--- config.mk ---
export PLATFORM = sky130hd
export DESIGN_NAME = washer_stepper_cycle_controller_top
export DESIGN_NICKNAME = d
export VERILOG_FILES = /design/src/hw/rtl/wscc_pkg.sv /design/src/hw/rtl/wscc_csr.sv /design/src/hw/rtl/wscc_step.sv /design/src/hw/rtl/washer_stepper_cycle_controller_top.sv
export SDC_FILE = /design/constraint.sdc
export NUM_CORES = 1
export LEC_CHECK = 0
export BUFFER_PORTS_ARGS = -buffer_cell sky130_fd_sc_hd__buf_2
export CAP_MARGIN = 40
export CORE_AREA = 5 5 87 89
export DETAILED_ROUTE_END_ITERATION = 16
export DIE_AREA = 0 0 92 94
export GPL_TIMING_DRIVEN = 0
export PLACE_DENSITY = 0.73
export SYNTH_ARGS = -nofsm -noshare
export SYNTH_HDL_FRONTEND = slang
export SYNTH_SLANG_ARGS = --single-unit
export TNS_END_PERCENT = 50
--- constraint.sdc ---
create_clock -name clock -period 4.1 [get_ports clock]
set_clock_uncertainty 0.1 [all_clocks]
set_input_delay 0.205 -clock clock [delete_from_list [all_inputs] [get_ports clock]]
set_output_delay 0.205 -clock clock [all_outputs]
set_load 0.005 [all_outputs]
--- src/hw/rtl/wscc_pkg.sv ---
// ----------------------------------------------------------------------------
// wscc_pkg
// Types and constants shared by the washer stepper cycle controller.
// ----------------------------------------------------------------------------
package wscc_pkg;

   // field widths
   localparam int StepsW  = 10;
   localparam int LimitW  = 4;
   localparam int DriveW  = 4;
   localparam int CsrIdxW = 2;

   // register reset values
   localparam logic [StepsW-1:0] NormalStepsReset   = 10'd512;
   localparam logic [StepsW-1:0] DelicateStepsReset = 10'd256;
   localparam logic [LimitW-1:0] NormalLimitReset   = 4'd15;
   localparam logic [LimitW-1:0] DelicateLimitReset = 4'd8;

   // register indexes
   localparam logic [CsrIdxW-1:0] CsrNormalSteps   = 2'd0;
   localparam logic [CsrIdxW-1:0] CsrDelicateSteps = 2'd1;
   localparam logic [CsrIdxW-1:0] CsrNormalLimit   = 2'd2;
   localparam logic [CsrIdxW-1:0] CsrDelicateLimit = 2'd3;

   // input item
   typedef struct packed {
      logic start_level;
      logic mode_level;
   } req_type;

   // result item
   typedef struct packed {
      logic [DriveW-1:0] coil_drive;
      logic              running;
      logic              delicate_selected;
      logic              wash_done;
   } rsp_type;

   // configuration registers
   typedef struct packed {
      logic [StepsW-1:0] normal_swing_steps;
      logic [StepsW-1:0] delicate_swing_steps;
      logic [LimitW-1:0] normal_swing_limit;
      logic [LimitW-1:0] delicate_swing_limit;
   } cfg_type;

   // controller state, coil position kept apart since its width follows the coil count
   typedef struct packed {
      logic              motor_on;
      logic              wash_mode;
      logic              start_half_pressed;
      logic              mode_half_pressed;
      logic              spin_direction;
      logic [LimitW-1:0] normal_swings_done;
      logic [LimitW-1:0] delicate_swings_done;
      logic [StepsW-1:0] step_in_swing;
      logic [DriveW-1:0] drive_latch;
   } state_type;

   localparam state_type StateReset = '{
      motor_on:             1'b0,
      wash_mode:            1'b0,
      start_half_pressed:   1'b0,
      mode_half_pressed:    1'b0,
      spin_direction:       1'b0,
      normal_swings_done:   '0,
      delicate_swings_done: '0,
      step_in_swing:        '0,
      drive_latch:          '0
   };

endpackage

--- src/hw/rtl/wscc_csr.sv ---
// ----------------------------------------------------------------------------
// wscc_csr
// Configuration register bank: swing lengths and swing limits per mode.
// ----------------------------------------------------------------------------
module wscc_csr (
   input  logic                            clock,
   input  logic                            reset,
   input  logic                            csr_valid,
   output logic                            csr_ready,
   input  logic [wscc_pkg::CsrIdxW-1:0]    csr_index,
   input  logic [wscc_pkg::StepsW-1:0]     csr_data,
   output wscc_pkg::cfg_type               cfg
);
   import wscc_pkg::*;

   cfg_type cfg_ff;
   cfg_type cfg_in;

   // writes are always taken
   assign csr_ready = 1'b1;
   assign cfg       = cfg_ff;

   // register decode
   always_comb begin
      cfg_in = cfg_ff;
      if (csr_valid) begin
         case (csr_index)
            CsrNormalSteps:   cfg_in.normal_swing_steps   = csr_data;
            CsrDelicateSteps: cfg_in.delicate_swing_steps = csr_data;
            CsrNormalLimit:   cfg_in.normal_swing_limit   = csr_data[LimitW-1:0];
            CsrDelicateLimit: cfg_in.delicate_swing_limit = csr_data[LimitW-1:0];
            default:          cfg_in = cfg_ff;
         endcase
      end
   end

   always_ff @(posedge clock) begin
      if (reset) begin
         cfg_ff.normal_swing_steps   <= NormalStepsReset;
         cfg_ff.delicate_swing_steps <= DelicateStepsReset;
         cfg_ff.normal_swing_limit   <= NormalLimitReset;
         cfg_ff.delicate_swing_limit <= DelicateLimitReset;
      end else begin
         cfg_ff <= cfg_in;
      end
   end

endmodule

--- src/hw/rtl/wscc_step.sv ---
// ----------------------------------------------------------------------------
// wscc_step
// One tick of the wash program: button sampling, swing stepping, finish.
// ----------------------------------------------------------------------------
module wscc_step #(
   parameter int COIL_COUNT = 4
) (
   input  wscc_pkg::req_type                        req,
   input  wscc_pkg::cfg_type                        cfg,
   input  wscc_pkg::state_type                      state,
   input  logic [$clog2(COIL_COUNT)-1:0]            coil_position,
   output wscc_pkg::state_type                      state_next,
   output logic [$clog2(COIL_COUNT)-1:0]            coil_position_next,
   output wscc_pkg::rsp_type                        rsp
);
   import wscc_pkg::*;

   localparam int CoilW = $clog2(COIL_COUNT);
   localparam logic [CoilW-1:0] LastCoil = CoilW'(COIL_COUNT - 1);

   logic              do_step;
   logic              done;
   logic [LimitW-1:0] count;
   logic [LimitW-1:0] limit;
   logic [StepsW-1:0] len;
   logic [StepsW-1:0] step_inc;
   logic [7:0]        onehot;

   assign count    = state.wash_mode ? state.delicate_swings_done : state.normal_swings_done;
   assign limit    = state.wash_mode ? cfg.delicate_swing_limit : cfg.normal_swing_limit;
   assign len      = state.wash_mode ? cfg.delicate_swing_steps : cfg.normal_swing_steps;
   assign step_inc = state.step_in_swing + StepsW'(1);
   assign onehot   = 8'(8'd1 << coil_position);

   always_comb begin
      state_next         = state;
      coil_position_next = coil_position;
      do_step            = 1'b0;
      done               = 1'b0;

      // sampling: mid-swing nothing, running start only, stopped mode then start
      if (state.step_in_swing != '0) begin
         do_step = 1'b1;
      end else if (state.motor_on) begin
         if (req.start_level) begin
            if (state.start_half_pressed) begin
               state_next.start_half_pressed = 1'b0;
               state_next.motor_on           = 1'b0;
            end else begin
               state_next.start_half_pressed = 1'b1;
            end
         end
         if (count < limit) begin
            do_step = 1'b1;
         end else begin
            // wash finished: counters and coils clear, mode and press flags kept
            state_next.motor_on             = 1'b0;
            state_next.spin_direction       = 1'b0;
            state_next.normal_swings_done   = '0;
            state_next.delicate_swings_done = '0;
            state_next.drive_latch          = '0;
            coil_position_next              = '0;
            done                            = 1'b1;
         end
      end else begin
         if (req.mode_level) begin
            if (state.mode_half_pressed) begin
               state_next.mode_half_pressed = 1'b0;
               state_next.wash_mode         = ~state.wash_mode;
            end else begin
               state_next.mode_half_pressed = 1'b1;
            end
         end
         if (req.start_level) begin
            if (state.start_half_pressed) begin
               state_next.start_half_pressed = 1'b0;
               state_next.motor_on           = 1'b1;
            end else begin
               state_next.start_half_pressed = 1'b1;
            end
         end
      end

      // one coil step, swing ends when the count reaches the length or wraps
      if (do_step) begin
         state_next.drive_latch = onehot[DriveW-1:0];
         if (!state.spin_direction) begin
            coil_position_next = (coil_position == LastCoil) ? '0 : coil_position + CoilW'(1);
         end else begin
            coil_position_next = (coil_position == '0) ? LastCoil : coil_position - CoilW'(1);
         end
         state_next.step_in_swing = step_inc;
         if (step_inc >= len || step_inc == '0) begin
            state_next.step_in_swing  = '0;
            state_next.spin_direction = ~state.spin_direction;
            if (state.wash_mode) begin
               state_next.delicate_swings_done = state.delicate_swings_done + LimitW'(1);
            end else begin
               state_next.normal_swings_done = state.normal_swings_done + LimitW'(1);
            end
         end
      end
   end

   // result of this tick
   assign rsp.coil_drive        = state_next.drive_latch;
   assign rsp.running           = state_next.motor_on;
   assign rsp.delicate_selected = state_next.wash_mode;
   assign rsp.wash_done         = done;

endmodule

--- src/hw/rtl/washer_stepper_cycle_controller_top.sv ---
// ----------------------------------------------------------------------------
// washer_stepper_cycle_controller_top
// Washer stepper motor program: swing stepping, direction reversal, wash end.
// ----------------------------------------------------------------------------
// Each accepted item is one motor-step tick and yields exactly one result, held
// in the result register. The tick update is a single pass of small counter and flag logic
// from the state registers into the result register, so one item is taken
// every cycle; req_stall rises only while a held result is stalled by rsp_stall.
// Configuration writes are taken at any cycle (csr_ready is tied high) and are
// meant to be done while no item is in flight.
// ----------------------------------------------------------------------------
module washer_stepper_cycle_controller_top #(
   parameter int COIL_COUNT = 4
) (
   input  logic                            clock,
   input  logic                            reset,
   // input channel
   input  logic                            req_valid,
   output logic                            req_stall,
   input  wscc_pkg::req_type               req_data,
   // result channel
   output logic                            rsp_valid,
   input  logic                            rsp_stall,
   output wscc_pkg::rsp_type               rsp_data,
   // configuration write channel
   input  logic                            csr_valid,
   output logic                            csr_ready,
   input  logic [wscc_pkg::CsrIdxW-1:0]    csr_index,
   input  logic [wscc_pkg::StepsW-1:0]     csr_data
);
   import wscc_pkg::*;

   localparam int CoilW = $clog2(COIL_COUNT);

   cfg_type          cfg;
   state_type        state_ff;
   state_type        state_in;
   logic [CoilW-1:0] coil_ff;
   logic [CoilW-1:0] coil_in;
   rsp_type          rsp_ff;
   rsp_type          rsp_in;
   logic             rsp_valid_ff;
   logic             accept;

   wscc_csr u_csr (
      .clock     (clock),
      .reset     (reset),
      .csr_valid (csr_valid),
      .csr_ready (csr_ready),
      .csr_index (csr_index),
      .csr_data  (csr_data),
      .cfg       (cfg)
   );

   wscc_step #(
      .COIL_COUNT (COIL_COUNT)
   ) u_step (
      .req                (req_data),
      .cfg                (cfg),
      .state              (state_ff),
      .coil_position      (coil_ff),
      .state_next         (state_in),
      .coil_position_next (coil_in),
      .rsp                (rsp_in)
   );

   // take an item unless the result register is held
   assign req_stall = rsp_valid_ff & rsp_stall;
   assign accept    = req_valid & ~req_stall;
   assign rsp_valid = rsp_valid_ff;
   assign rsp_data  = rsp_ff;

   // state registers advance once per accepted item
   always_ff @(posedge clock) begin
      if (reset) begin
         state_ff <= StateReset;
         coil_ff  <= '0;
      end else if (accept) begin
         state_ff <= state_in;
         coil_ff  <= coil_in;
      end
   end

   // result register
   always_ff @(posedge clock) begin
      if (reset) begin
         rsp_valid_ff <= 1'b0;
      end else if (accept) begin
         rsp_valid_ff <= 1'b1;
      end else if (!rsp_stall) begin
         rsp_valid_ff <= 1'b0;
      end
   end

   always_ff @(posedge clock) begin
      if (accept) begin
         rsp_ff <= rsp_in;
      end
   end

endmodule
==> results.md <==
- Total track usage: 19.2%
- Syn_nets: 430
- Drt wl/cell: 15.1 µm
- Drt initial violations: 275
- Critical setup path kind: flop to flop
- First-pass GRT wire length: 13.3 mm
- Pre-CTS setup slack: 0.229 ns
- Main combinational cell family by area after synthesis: simple AND/OR/NAND/NOR gates
- Vias in the first global route: 2842
- Post-synth top area share: 32.2%
- # IOs: 29
- Worst vdd ir: 0.000274 V
- Total congestion overflow: 0
- CP arrival: 3.92 ns
- Fill count: 593
- Total Wirelength: 7.82 mm
- Ys Warns: 0
- DP Wirelength: 5.71 mm
- Die W: 92 µm
- Post-synth top cells: dfxtp_1 (58), nor2_1 (45), mux2i_1 (42), nand2_1 (31), ha_1 (21)
- Most common cell in the netlist: dfxtp_1
- Die height: 94 µm
- Clk Latency, worst-skew pair: 0.35 ns
- Synth top area cells: dfxtp_1 (32%), mux2i_1 (12%), ha_1 (7.3%), edfxtp_1 (5.8%), nor2_1 (4.7%)
- Port bufs: 27
- Reg2reg start: state_ff[25]$_SDFFE_PP0P_
- TritonRoute pass-1 iters: 4
- FF+latch count, synth: 65
- Ratio of cells with drive above 1 in the final layout: 16.4%
- Status: finished, final reports clean
- Post-synth top flop: dfxtp_1
- Synth Area in Compound Gates: 13.8%
- FP Rows: 30
- Final Hold Vio Count: 0
- Clock Path Buffers: 2
- Pin count of the biggest net entering global routing: 17
- Placeable Area: 6680 µm²
- Initial core utilization: 54.0%
- Post-synthesis cell type count: 53
- Cts bufs inserted: 9
- Period utilization: 92.2%
- Final WS setup: 0.322 ns
- Critical R2R Capture: state_ff[17]$_SDFFE_PP0P_
- CP required: 4.24 ns
- Final min period: 3.78 ns
- Syn Area/Cell: 9.25 µm²
- Power Dens Cells: 353 nW/µm²
- CTS root buffer: clkbuf_8
- Fmax: 0.265 GHz
- Worst Setup SP: state_ff[25]$_SDFFE_PP0P_
- Met2 wire length: 3.78 mm
- Initial antenna violation count: 0
- Met3 WL: 404 µm
- Gpl congestion: 0.890
- Worst Max-Slew Pin Slew: 0.782 ns
- Share of the yosys chip area belonging to registers: 38.0%
- Area share of xor/xnor cells in the synthesized design: 3.16%
- Vias per inst: 5.72
- # nets final: 473
- Setup TNS: 0 ns
- Yosys top cell by area: dfxtp_1
- RSZ-0062 raised after global routing: false
- Max_cap viols: 0
- Vias: 2961
- TritonCTS Sinks: 65
- Worst R2R Setup Slack: 0.32 ns
- Post-synth EDFFs: 7
- Rel. slew slack: 47.9%
- DRC viols: 0
- Multiplexer area fraction after synthesis: 13.2%
- Finish-stage setup viols: 0
- H-tree levels: 3
- Clock transition at path regs: 0.08 ns
- Post-synthesis cell area: 3610 µm²
- Fin. max-slew vios: 0
- Largest fanout on the critical path: 10
- Final core occ: 61.3%
- Reg2reg path depth: 12
- P_leak: 1.82 nW
- Simple logic cell fraction of the synthesized area: 19.8%
- Syn Inst Count: 390
- Async S/R FF share, synth: 0%
- CTS tree: yes
- # diodes: 0
- HP Class: input pin to flop
- Wl on met1: 3.52 mm
- Die Area: 8650 µm²
- Post-CTS Setup Inserts: 0
- Worst Setup End Kind: flop
- Adder and majority gate portion of the synthesized area: 7.29%
- Crit path to: state_ff[17]$_SDFFE_PP0P_
- Synthesis-to-finish area growth: 13.6%
- CP Launch Type: flop
- Top routing layer used: met4
- Post-DRT Antenna Nets: 0
-- kinds of logic after synthesis --
logic type               after synthesis
AND/OR/NAND/NOR                      143
AO/OA/AOI/OAI                         67
flip-flops                            65
multiplexers                          47
buffers and inverters                 33
adder cells (fa/ha/maj)               21
XOR/XNOR                              13
other                                  1
-- layout by cell type, fill, tap and decap left out, types with 6 or more instances in the layout --
master    Yosys  final
inv_1         8      8
ha_1         21     21
nand3_1      13     13
nor3_1       12     12
o21ai_0       9      9
a22o_1        6      6
clkbuf_1     13     11
buf_2         2     29
nor2_1       45     45
edfxtp_1      7      7
xor2_1        9      9
nand2_1      31     31
a21o_1        6      6
a21oi_1      15     15
mux2i_1      42     42
nor2b_1       7      7
buf_4         8      8
clkbuf_8      0     10
dfxtp_1      58     58
-- where the power goes --
part           internal [W]  switching [W]
Sequential         0.000671      0.0000184
Combinational     0.0000810       0.000117
Clock              0.000298       0.000260
Total               0.00105       0.000395
-- how the worst min path moves through the flow --
stage	slack, ns	cells past startpoint	startpoint	to
floorplan	0.23	1	req_valid	rsp_valid$_SDFFE_PP0P_
global route	0.02	3	csr_data[4]	u_csr.cfg[12]$_SDFFE_PP0P_
global placement	0.33	2	req_valid	rsp_valid$_SDFFE_PP0P_
finish	0.02	3	csr_data[4]	u_csr.cfg[12]$_SDFFE_PP0P_
detailed placement	0.34	3	csr_data[8]	u_csr.cfg[16]$_SDFFE_PP1P_
CTS	0.006	3	csr_data[4]	u_csr.cfg[12]$_SDFFE_PP0P_
-- area by class of cell --
type	instances	area, µm²	area share (%)
plain buffers	25	136	3.33
clock buffers	10	138	3.36
clock inverters	6	66.3	1.62
inverters	8	30.0	0.733
multi-input cells	292	2070	50.5
flip-flops and latches	65	1370	33.5
well taps	80	100	2.44
repair buffers	32	185	4.52
-- critical path: stages (launching register included) --
cell and delay (ns):
dfxtp_1 0.36, clkbuf_1 0.37, clkbuf_2 0.38, mux2i_1 0.25, ha_1 0.27, a21o_1 0.19
a211oi_1 0.27, o21ai_0 0.14, a221o_1 0.41, nor2_2 0.27, buf_2 0.31, nor3_1 0.10
a211o_1 0.27
-- through the flow --
step / cell area [µm²] / std cells / hold slack [ns] / power (W)
2_1_floorplan: 3610 / 390 / 0.229 / 0.000835
3_3_place_gp: 3840 / 497 / 0.328 / 0.000892
3_5_place_dp: 3840 / 497 / 0.338 / 0.000898
4_1_cts: 4100 / 518 / 0.00617 / 0.00145
5_1_grt: 4100 / 518 / 0.0190 / 0.00150
6_report: 4100 / 518 / 0.0155 / 0.00145
-- flip-flops by register name, indices dropped and copies added, names as in the netlist --
name	flops
coil_ff	2
rsp_valid	1
rsp_data	7
state_ff	27
u_csr.cfg	28
-- layer usage --
metal | up-vias | global-route usage, %
li1 | 1476 | -
met1 | 1398 | 23.9
met2 | 78 | 32.7
met3 | 9 | 3.93
met4 | 0 | 7.55
met5 | - | 0
-- repair_timing --
item                                    CTS  global route
endpoints found under the hold margin     5             0
gates resized for setup                   0             4
endpoints found under the setup margin    0            11
hold buffers                              5             0
(Power assumes the default switching activity.)
